`src/sv/ks01_pkg.sv`:
```
package ks01_pkg;

  localparam int TABLE_DEPTH = 1024;
  localparam int ADDR_W      = $clog2(TABLE_DEPTH);
  localparam int CAP_W       = 10;
  localparam int WEIGHT_W    = 10;
  localparam int ITEM_VAL_W  = 16;
  localparam int BEST_W      = 26;
  localparam logic [BEST_W-1:0] VALUE_MAX = {BEST_W{1'b1}};

  typedef struct packed {
    logic              load_item;
    logic              rd_en;
    logic              sweep;
    logic              clr_en;
    logic              load_out;
    logic [ADDR_W-1:0] addr;
  } ks01_cmd_t;

  typedef struct packed {
    logic [ADDR_W-1:0] cap_eff;
    logic [ADDR_W-1:0] item_w;
    logic              item_fits;
    logic              item_last;
    logic              out_busy;
  } ks01_stat_t;

endpackage

```
`src/sv/ks01_ctrl.sv`:
```
module ks01_ctrl (
  input  logic               clk,
  input  logic               rst,
  input  logic               in_valid,
  output logic               in_ready,
  input  ks01_pkg::ks01_stat_t stat,
  output ks01_pkg::ks01_cmd_t  cmd
);
  import ks01_pkg::*;

  localparam logic [2:0] S_IDLE    = 3'd0;
  localparam logic [2:0] S_CHECK   = 3'd1;
  localparam logic [2:0] S_SWEEP   = 3'd2;
  localparam logic [2:0] S_DRAIN   = 3'd3;
  localparam logic [2:0] S_RESREAD = 3'd4;
  localparam logic [2:0] S_RESLOAD = 3'd5;
  localparam logic [2:0] S_CLEAR   = 3'd6;

  logic [2:0]        state, state_next;
  logic [ADDR_W-1:0] addr, addr_next;

  assign in_ready = (state == S_IDLE);

  always_comb begin
    state_next = state;
    addr_next  = addr;
    cmd        = '0;
    cmd.addr   = addr;
    unique case (state)
      S_IDLE: begin
        if (in_valid) begin
          cmd.load_item = 1'b1;
          state_next    = S_CHECK;
        end
      end
      S_CHECK: begin
        if (stat.item_fits) begin
          addr_next  = stat.cap_eff;
          state_next = S_SWEEP;
        end else if (stat.item_last) begin
          state_next = S_RESREAD;
        end else begin
          state_next = S_IDLE;
        end
      end
      S_SWEEP: begin
        cmd.rd_en = 1'b1;
        cmd.sweep = 1'b1;
        if (addr == stat.item_w) begin
          state_next = S_DRAIN;
        end else begin
          addr_next = addr - 1'b1;
        end
      end
      S_DRAIN: begin
        state_next = stat.item_last ? S_RESREAD : S_IDLE;
      end
      S_RESREAD: begin
        cmd.rd_en  = 1'b1;
        cmd.addr   = stat.cap_eff;
        state_next = S_RESLOAD;
      end
      S_RESLOAD: begin
        if (!stat.out_busy) begin
          cmd.load_out = 1'b1;
          addr_next    = '0;
          state_next   = S_CLEAR;
        end
      end
      S_CLEAR: begin
        cmd.clr_en = 1'b1;
        if (addr == ADDR_W'(TABLE_DEPTH - 1)) begin
          state_next = S_IDLE;
        end else begin
          addr_next = addr + 1'b1;
        end
      end
      default: begin
        state_next = S_CLEAR;
        addr_next  = '0;
      end
    endcase
  end

  always_ff @(posedge clk) begin
    if (rst) begin
      state <= S_CLEAR;
      addr  <= '0;
    end else begin
      state <= state_next;
      addr  <= addr_next;
    end
  end

endmodule

```
`config.mk`:
```
export PLATFORM = sky130hd
export DESIGN_NAME = ks01_ctrl
export DESIGN_NICKNAME = d
export VERILOG_FILES = /design/src/sv/ks01_pkg.sv /design/src/sv/ks01_ctrl.sv
export SDC_FILE = /design/constraint.sdc
export NUM_CORES = 1
export LEC_CHECK = 0
export ABC_AREA = 1
export BUFFER_PORTS_ARGS = -buffer_cell sky130_fd_sc_hd__buf_2
export CAP_MARGIN = 40
export CORE_MARGIN = 2
export CORE_UTILIZATION = 40
export CTS_CLUSTER_DIAMETER = 80
export DETAILED_ROUTE_END_ITERATION = 12
export GPL_TIMING_DRIVEN = 1
export PLACE_DENSITY_LB_ADDON = 0.3
export SLEW_MARGIN = 40
export SYNTH_ARGS = -nofsm -noshare
export SYNTH_HDL_FRONTEND = slang
export SYNTH_SLANG_ARGS = --single-unit
```
`constraint.sdc`:
```
create_clock -name clk -period 4.6 [get_ports clk]
set_input_delay 0.46 -clock clk [delete_from_list [all_inputs] [get_ports clk]]
set_output_delay 0.46 -clock clk [all_outputs]
set_load 0.05 [all_outputs]
```
==> results of run 1 <==
power by group:
part	switching [W]	total, W	internal, W	leakage (nW)
logic	0.0000293	0.0000499	0.0000206	0.948
clock network	0.0000442	0.000105	0.0000612	0.0228
registers	0.00000465	0.000119	0.000115	0.105
total	0.0000781	0.000275	0.000197	1.08
layout by cell type, fill, tap and decap left out, types with 2 or more instances in the layout:
cell and instances:
o22ai_1 2, inv_1 36, xnor2_1 3, nand2_4 2, ha_1 9, a21oi_1 17, nor3_1 2, nand2_1 93
dfxtp_1 13, nand4_1 2, nor2_1 46, buf_2 41, nand3_1 21, nand3b_1 4, clkbuf_8 3, inv_2 3
nor2_2 5, o21ai_0 9, inv_4 2, nor2_4 2
per-stage QoR:
stage / utilization, % / setup slack, ns / total power, W
after CTS: 48.5 / 2.28 / 0.000277
after global placement: 47.3 / 2.52 / 0.000172
final: 48.5 / 2.29 / 0.000275
after detailed placement: 47.3 / 2.44 / 0.000172
after global routing: 48.5 / 2.11 / 0.000288
after floorplan: - / 2.13 / 0.000152
final cells by class:
cell class | instances | area, sq um
flip-flops and latches | 13 | 260
fillers | 423 | 2030
inverters | 41 | 159
multi-input cells | 228 | 1180
well taps | 50 | 62.6
clock buffers | 4 | 45.0
repair buffers | 41 | 205
logic make-up (layout without fill, tap and decap cells):
group | Yosys count | count (layout) | synth area share, %
adders and majority gates | 10 | 10 | 8.24
xor gates and xnor gates | 3 | 3 | 1.63
AOI/OAI and AO/OA | 31 | 31 | 10.3
and+or+nand+nor | 184 | 184 | 53.1
buffers and inverters | 44 | 86 | 10.6
DFF | 13 | 13 | 16.2
path summary, 6_finish.rpt:
kind,slack (ns),end,start,depth (start not counted)
max reg2reg,2.43,addr[6],state[0],13
min reg2reg,0.56,addr[3],addr[3],2
max,2.29,cmd[13],state[0],4
min,0.41,state[2],rst,3
per-layer routing:
metal,routed length (um),global-route usage [%],up-vias
li1,-,-,983
met3,233,3.83,4
met4,23,3.06,0
met5,0,0,-
met2,1960,34.5,56
met1,1910,24.4,753
flip-flops by register name, summed over array words and instances, names as in the netlist:
signal / cells
addr: 10
state: 3
worst max-delay path, delay by kind of cell (launching register included):
kind                   cells  cell delay, ns
AND/OR/NAND/NOR            2            0.61
flip-flops                 1            0.44
buffers and inverters      1            0.28
AO/OA/AOI/OAI              1            0.27
==> impl_results.md, run 1 <==
- Crit Path Class: reg -> out
- Hold_ws: 0.413 ns
- Crit end category: primary output
- Cell Area, Placed: 1870 sq um
- Post-CTS Setup Inserts: 0
- Worst path max stage delay: 0.50 ns
- Crit Path Max Fanout: 21
- Largest net degree at the start of global routing: 22
- CP cell instances: nor2_1 -> nand2_1 -> o21ai_0 -> buf_2
- Initial Utilization: 40.8%
- DRT Pass-1 Iters: 4
- Relative slew margins: 56.8%
- Max Clock Freq: 0.433 GHz
- Final hold violation count: 0
- Synth top area share: 21.7%
- Power per cell area: 144 nW/um^2
- CTS tree: built
- Syn Inst Count: 285
- Worst-skew pair later-pin latency: 0.24 ns
- WL final: 4.12 mm
- Fin crit share: 50.2%
- Synth Cell Area: 1610 sq um
- Leakage: 1.08 nW
- Most frequent cells after synthesis: nand2_1, nor2_1, inv_1
- Setup_tns: 0 ns
- Cells after DPL: 373
- First-pass GRT wire length: 6.76 mm
- Inserted Diodes: 0
- DRC Markers: 0
- IO Pins: 42
- Hold buffer count at CTS: 0
- Root Buffer: clkbuf_8
- Distinct cells, synth: 30
- Via density per instance: 4.76
- Cell with the most instances after synthesis: nand2_1
- Max_cap viols: 0
- DIE WIDTH: 67.5 um
- WL per Instance: 10.9 um
- CP max stage cell: nand2_1
- DRT iter0 DRCs: 71
- Worst-margin pin slew: 0.647 ns
- Status: finished, final reports clean
- Final Skew: 0.00258 ns
- Die area: 4550 sq um
- Main synth FF type: dfxtp_1
- Top post-synthesis cells by area: nand2_1, dfxtp_1, nor2_1
- Syn nets: 321
- Seq/Total Area, Yosys: 16.2%
- Final critical-path required period: 2.31 ns
- Area leader, netlist: nand2_1
- CTS max path bufs: 2
- Clock buffer count from CTS: 3
- Clock Sinks: 13
- Fin cells: 377
- Final net count: 364
- WP data required: 4.14 ns
- P&R area growth vs syn: 18.7%
- # port buffers: 41
- RSZ-0062 raised after global routing: false
- Setup-failing EPs final: 0
- Gpl congestion: 0.838
- Final Cell Area: 1910 sq um
- Ys async rst share: 0%
- Initial antenna violation count: 0
- Synth Area per Inst: 5.65 sq um
- Detailed placer's ending HPWL: 3.38 mm
- Critical Path AT: 1.85 ns
- Yosys reg bits: 13
- Hold Path Class: in -> reg
- Total GRT Usage: 19.4%
- H-tree depth: 1
- Slew Viols, Final: 0
- Post-route ant nets: 0
- Congestion Overflow GR: 0
- Die height: 67.5 um
- Layout cells sized above 1: 19.6%
- Clock slew at reported path FFs: 0.06 ns
- CORE AREA: 3940 sq um
- VDD IR max: 0.162 mV
- EDFF count, synth: 0
- Vias in the first global route: 1,551
- Vias: 1,796
- Startpoint Class: flip-flop
- Yosys warns: 0
- # resized after CTS: 0
- Rows: 23
Power figures use the tool's default switching activity.
==> run 2, diff against run 1 <==
clock period = 2.3 ns   (was 4.6 ns; I/O delays follow)
==> run 2 against run 1 <==
Worst setup slack got worse by 2.1 ns. Core utilization increased by 0.48 points. Clock-buffer cell count unchanged. Critical path type is now reg -> reg. Critical endpoint is now addr[6].
==> impl_results.md, run 2 (synthesis gave the netlist of run 1 again) <==
- Vias in the first global route: 1,596 (+2.9%)
- Leakage: 1.09 nW (+0.82%)
- DIE WIDTH: 67.5 um (unchanged)
- WL final: 4.28 mm (+3.9%)
- Power per cell area: 293 nW/um^2 (+100%)
- CP cell instances: inv_2 -> nand2_4 -> inv_4 -> nand2_4 -> ha_1 -> a21oi_1 -> nand2_1 -> a21boi_1 -> nand2_1 -> nand2_1 -> nor2_1 -> nor2_1 -> nor2_1
- Worst path max stage delay: 0.38 ns (-0.12 ns)
- Final worst setup slack: 0.180 ns (-2.11 ns)
- Crit Path Max Fanout: 12 (-43%)
- Hold Path Class: in -> reg
- Worst-margin pin slew: 0.427 ns (-0.220 ns)
- Most common cell after layout, fill and taps aside: nand2_1
- Setup_tns: 0 ns (unchanged)
- Fin crit share: 92.2%
- Top reg by flops: addr
- Initial Utilization: 40.8% (unchanged)
- Final critical-path required period: 2.12 ns
- Die area: 4550 sq um (unchanged)
- Rows: 23 (unchanged)
- Relative slew margins: 71.5% (+15 points)
- Setup-failing EPs final: 0 (unchanged)
- Max Clock Freq: 0.472 GHz
- Final hold violation count: 0 (unchanged)
- IO Pins: 42 (unchanged)
- DRT Pass-1 Iters: 4 (unchanged)
- # port buffers: 41 (unchanged)
- CTS max path bufs: 2 (unchanged)
- Startpoint Class: flip-flop
- Vias: 1,861 (+3.6%)
- WL per Instance: 11.3 um (+3.3%)
- Max reg flops: 10 (unchanged)
- Congestion Overflow GR: 0 (unchanged)
- Post-CTS Setup Inserts: 0 (unchanged)
- DRC Markers: 0 (unchanged)
- Fill count: 422 (-0.24%)
- Total GRT Usage: 20.2% (+0.82 points)
- Most frequent cells in the layout: nand2_1, nor2_1, buf_2
- Crit end category: flip-flop
- Status: finished, final reports clean
- Critical Path AT: 2.29 ns (+0.44 ns)
- Final Cell Area: 1930 sq um (+0.98%)
- CP max stage cell: ha_1
- Inserted Diodes: 0 (unchanged)
- WP data required: 2.47 ns (-1.67 ns)
- Clock slew at reported path FFs: 0.07 ns (about the same)
- Dpl ws: 0.133 ns (-2.31 ns)
- Max_cap viols: 0 (unchanged)
- Worst-skew pair later-pin latency: 0.27 ns (+0.03 ns)
- Detailed placer's ending HPWL: 3.46 mm (+2.4%)
- Clock buffer count from CTS: 3 (unchanged)
- Die height: 67.5 um (unchanged)
- Clock Sinks: 13 (unchanged)
- Initial antenna violation count: 0 (unchanged)
- Layout cells sized above 1: 20.4% (+0.79 points)
- Combined area of the multi-input logic cells: 1180 sq um (+0.32%)
- Slew Viols, Final: 0 (unchanged)
- RSZ-0062 raised after global routing: true
- Reg area: 260 sq um (unchanged)
- H-tree depth: 1 (unchanged)
- Root Buffer: clkbuf_8
- Crit Path Class: reg -> reg
- VDD IR max: 0.165 mV (+1.6%)
- Biggest registers after layout: addr x10, state x3
- CTS tree: built
- Via density per instance: 4.91 (+3.1%)
- Final net count: 366 (+0.55%)
- CORE AREA: 3940 sq um (unchanged)
- First-pass GRT wire length: 6.96 mm (+2.9%)
- Cell Area, Placed: 1880 sq um (+0.80%)
- Largest net degree at the start of global routing: 21 (-4.5%)
- Final Skew: 0.0116 ns (+0.00906 ns)
- Gpl congestion: 0.912 (+8.8%)
- P&R area growth vs syn: 19.9%
- Post-route ant nets: 0 (unchanged)
- DRT iter0 DRCs: 87 (+23%)
run 2: critical path, delay by kind of cell, from the launching register on:
kind | cells | cell delay [ns]
buf+inv | 2 | 0.23
flops | 1 | 0.37
compound gates | 2 | 0.39
fa+ha+maj | 1 | 0.38
simple gates | 8 | 0.65
run 2: worst paths after layout:
kind	endpoint	cells after the start	slack, ns	start
worst max-delay path	addr[6]	13	0.18	state[0]
worst max register to register	addr[6]	13	0.18	state[0]
worst min register to register	addr[3]	2	0.55	addr[3]
worst min-delay path	state[2]	3	0.17	rst
run 2: layout make-up:
type,instances,share of cell area [%]
multi-input cells,228,61.3
flip-flops and latches,13,13.5
repair buffers,43,11.4
inverters,41,8.23
well taps,50,3.24
clock buffers,4,2.33
run 2: report_power, final:
| part | switching, W | internal, W | leakage (nW) |
|---|---|---|---|
| sequential | 0.00000896 | 0.000230 | 0.105 |
| combinational | 0.0000581 | 0.0000413 | 0.957 |
| clock | 0.000105 | 0.000123 | 0.0228 |
| total | 0.000172 | 0.000394 | 1.09 |
run 2: repair_timing:
item,in CTS,in global routing
endpoints found under the setup margin,0,3
hold buffers,0,0
gates resized for setup,0,2
run 2: stage by stage:
| step | std cells | total power, W | utilization (%) | hold WS (ns) |
|---|---|---|---|---|
| 2_1_floorplan | 285 | 0.000304 | - | 0.329 |
| 3_3_place_gp | 375 | 0.000344 | 47.7 | 0.430 |
| 3_5_place_dp | 375 | 0.000343 | 47.7 | 0.435 |
| 4_1_cts | 379 | 0.000570 | 48.9 | 0.173 |
| 5_1_grt | 379 | 0.000586 | 49.0 | 0.203 |
| 6_report | 379 | 0.000566 | 49.0 | 0.173 |
run 2: routing by layer:
layer / track usage [%] / vias up / share of wire (%) / wire length [um]
li1: - / 994 / - / -
met1: 25.6 / 805 / 45 / 1930
met2: 34.9 / 52 / 47 / 2000
met3: 2.17 / 10 / 5.9 / 253
met4: 7.91 / 0 / 2.3 / 98
met5: 0 / - / 0 / 0
==> run 3, diff against run 2 <==
PLACE_DENSITY_LB_ADDON = not set   (was 0.3)
==> run 3 against run 2 <==
Critical path depth shrank 1. Global-route usage is 0.84 points higher. Design area increased by 3.7%. Register-to-register slack better by 0.07 ns. Die area stayed put. Non-clock buffer count fell by 1. Worst setup slack gained 0.065 ns. Via count is 3.5% lower. Fmax up 3.2%. Clock skew is 0.0091 ns lower. Wire length increased by 1.2%. Critical endpoint unchanged.
==> impl_results.md, run 3 (synthesis gave the netlist of run 1 again) <==
- Congestion Overflow GR: 0 (unchanged)
- Power per cell area: 279 nW/um^2 (-4.8%)
- DRT Pass-1 Iters: 4 (unchanged)
- WP data required: 2.45 ns (-0.02 ns)
- Worst-margin pin slew: 0.446 ns (+0.0191 ns)
- Final Skew: 0.00255 ns (-0.00909 ns)
- Fill count: 412 (-2.4%)
- Most common cell after layout, fill and taps aside: nand2_1
- Vias in the first global route: 1,635 (+2.4%)
- H-tree depth: 1 (unchanged)
- Die area: 4550 sq um (unchanged)
- First-pass GRT wire length: 7.27 mm (+4.5%)
- Final Cell Area: 2000 sq um (+3.7%)
- Worst-skew pair later-pin latency: 0.25 ns (-0.02 ns)
- DRT iter0 DRCs: 69 (-21%)
- DIE WIDTH: 67.5 um (unchanged)
- Dpl ws: 0.143 ns (+0.0106 ns)
- Gpl congestion: 0.939 (+3.0%)
- Total power: 0.000559 W (-1.3%)
- Met1 WL: 2.11 mm (+9.2%)
- Top Metal Used: met4
- Crit Path Max Fanout: 12 (unchanged)
- WL per Instance: 11.5 um (+1.5%)
- Leakage: 1.07 nW (-1.7%)
- Layout cells sized above 1: 22.6% (+2.2 points)
- Max_cap viols: 0 (unchanged)
- Clock Sinks: 13 (unchanged)
- Initial antenna violation count: 0 (unchanged)
- Crit path buf inv count: 1 (-1)
- Setup-failing EPs final: 0 (unchanged)
- Hold_ws: 0.181 ns (+0.00869 ns)
- CTS tree: built
- Hold buffer count at CTS: 0 (unchanged)
- Inserted Diodes: 0 (unchanged)
- Rows: 23 (unchanged)
- Startpoint Class: flip-flop
- Largest net degree at the start of global routing: 13 (-38%)
- Slew Viols, Final: 0 (unchanged)
- Setup_tns: 0 ns (unchanged)
- CTS max path bufs: 2 (unchanged)
- Max Clock Freq: 0.487 GHz (+3.2%)
- Crit end category: flip-flop
- Biggest registers after layout: addr x10, state x3
- CORE AREA: 3940 sq um (unchanged)
- Fin crit share: 89.3% (-2.8 points)
- Relative slew margins: 70.3% (-1.3 points)
- IO Pins: 42 (unchanged)
- Final hold violation count: 0 (unchanged)
- Detailed placer's ending HPWL: 3.47 mm (+0.28%)
- Clock slew at reported path FFs: 0.06 ns (about the same)
- Clock buffer count from CTS: 3 (unchanged)
- Total GRT Usage: 21.0% (+0.84 points)
- Worst path max stage delay: 0.43 ns (+0.05 ns)
- Met3 wire length: 167 um (-34%)
- Status: finished, final reports clean
- Root Buffer: clkbuf_8
- # port buffers: 41 (unchanged)
- WL final: 4.33 mm (+1.2%)
- Initial Utilization: 40.8% (unchanged)
- Post-route ant nets: 0 (unchanged)
- Final critical-path required period: 2.05 ns (-0.0654 ns)
- VDD IR max: 0.302 mV (+83%)
- Via density per instance: 4.75 (-3.3%)
- RSZ-0062 raised after global routing: false
- Most frequent cells in the layout: nand2_1, nor2_1, buf_2
- Met2 WL: 2.03 mm (+1.5%)
- Vias: 1,795 (-3.5%)
- Final worst setup slack: 0.245 ns (+0.0654 ns)
- Hold Path Class: in -> reg
- P&R area growth vs syn: 24.3%
- Top reg by flops: addr
- Cell Area, Placed: 1870 sq um (-0.40%)
- CP delay by family, top: simple AND/OR/NAND/NOR gates
- CP max stage cell: fa_2
- DRC Markers: 0 (unchanged)
- Max reg flops: 10 (unchanged)
- Critical Path AT: 2.20 ns (-0.09 ns)
- Final net count: 365 (-0.27%)
- CP cell instances: nand2_4 -> inv_4 -> nand2_8 -> fa_2 -> nand3_1 -> nand2_1 -> a21boi_1 -> nand2_1 -> nand2_1 -> nor2_1 -> nor2_1 -> nor2_1
- Crit Path Class: reg -> reg
- Die height: 67.5 um (unchanged)
==> run 3: where the power goes <==
group | internal, W | leakage, nW | total (W) | switching (W)
logic | 0.0000427 | 0.938 | 0.000101 | 0.0000582
clock network | 0.000123 | 0.0228 | 0.000218 | 0.0000955
registers | 0.000230 | 0.106 | 0.000240 | 0.0000104
total | 0.000395 | 1.07 | 0.000559 | 0.000164
==> run 3: worst reg2reg max path: cells and delay by family, from the launching register on <==
family                   cells  cell delay, ns
buffers and inverters        1            0.16
AND/OR/NAND/NOR              9            0.79
adder cells (fa/ha/maj)      1            0.43
AO/OA/AOI/OAI                1            0.17
flip-flops                   1            0.41
==> run 3: area by class of cell <==
type	count	area (sq um)	share of cell area, %
Multi-Input combinational cell	228	1260	63.0
Sequential cell	13	262	13.1
Timing Repair Buffer	42	213	10.6
Inverter	41	159	7.94
Tap cell	50	62.6	3.13
Clock buffer	4	45.0	2.25
==> run 3: what timing repair did <==
item                       CTS  global route
setup endpoints to repair    0             5
gates resized for setup      0            12
buffers inserted             0             0
==> run 3: per-layer routing <==
layer  track usage [%]  up-vias
met1              26.3      767
met5                 0        -
li1                  -      991
met3              3.50        2
met4              3.83        0
met2              38.0       35
==> run 3: through the flow <==
step,std cells,utilization [%]
2_1_floorplan,285,-
3_3_place_gp,374,47.5
3_5_place_dp,374,47.5
4_1_cts,378,48.7
5_1_grt,378,50.8
6_report,378,50.8
==> run 3: path summary, 6_finish.rpt <==
path	startpoint	endpoint	slack [ns]	depth (start not counted)
hold / removal	rst	state[2]	0.18	3
setup reg to reg	state[1]	addr[6]	0.25	12
setup / recovery	state[1]	addr[6]	0.25	12
hold reg to reg	state[0]	state[0]	0.55	2
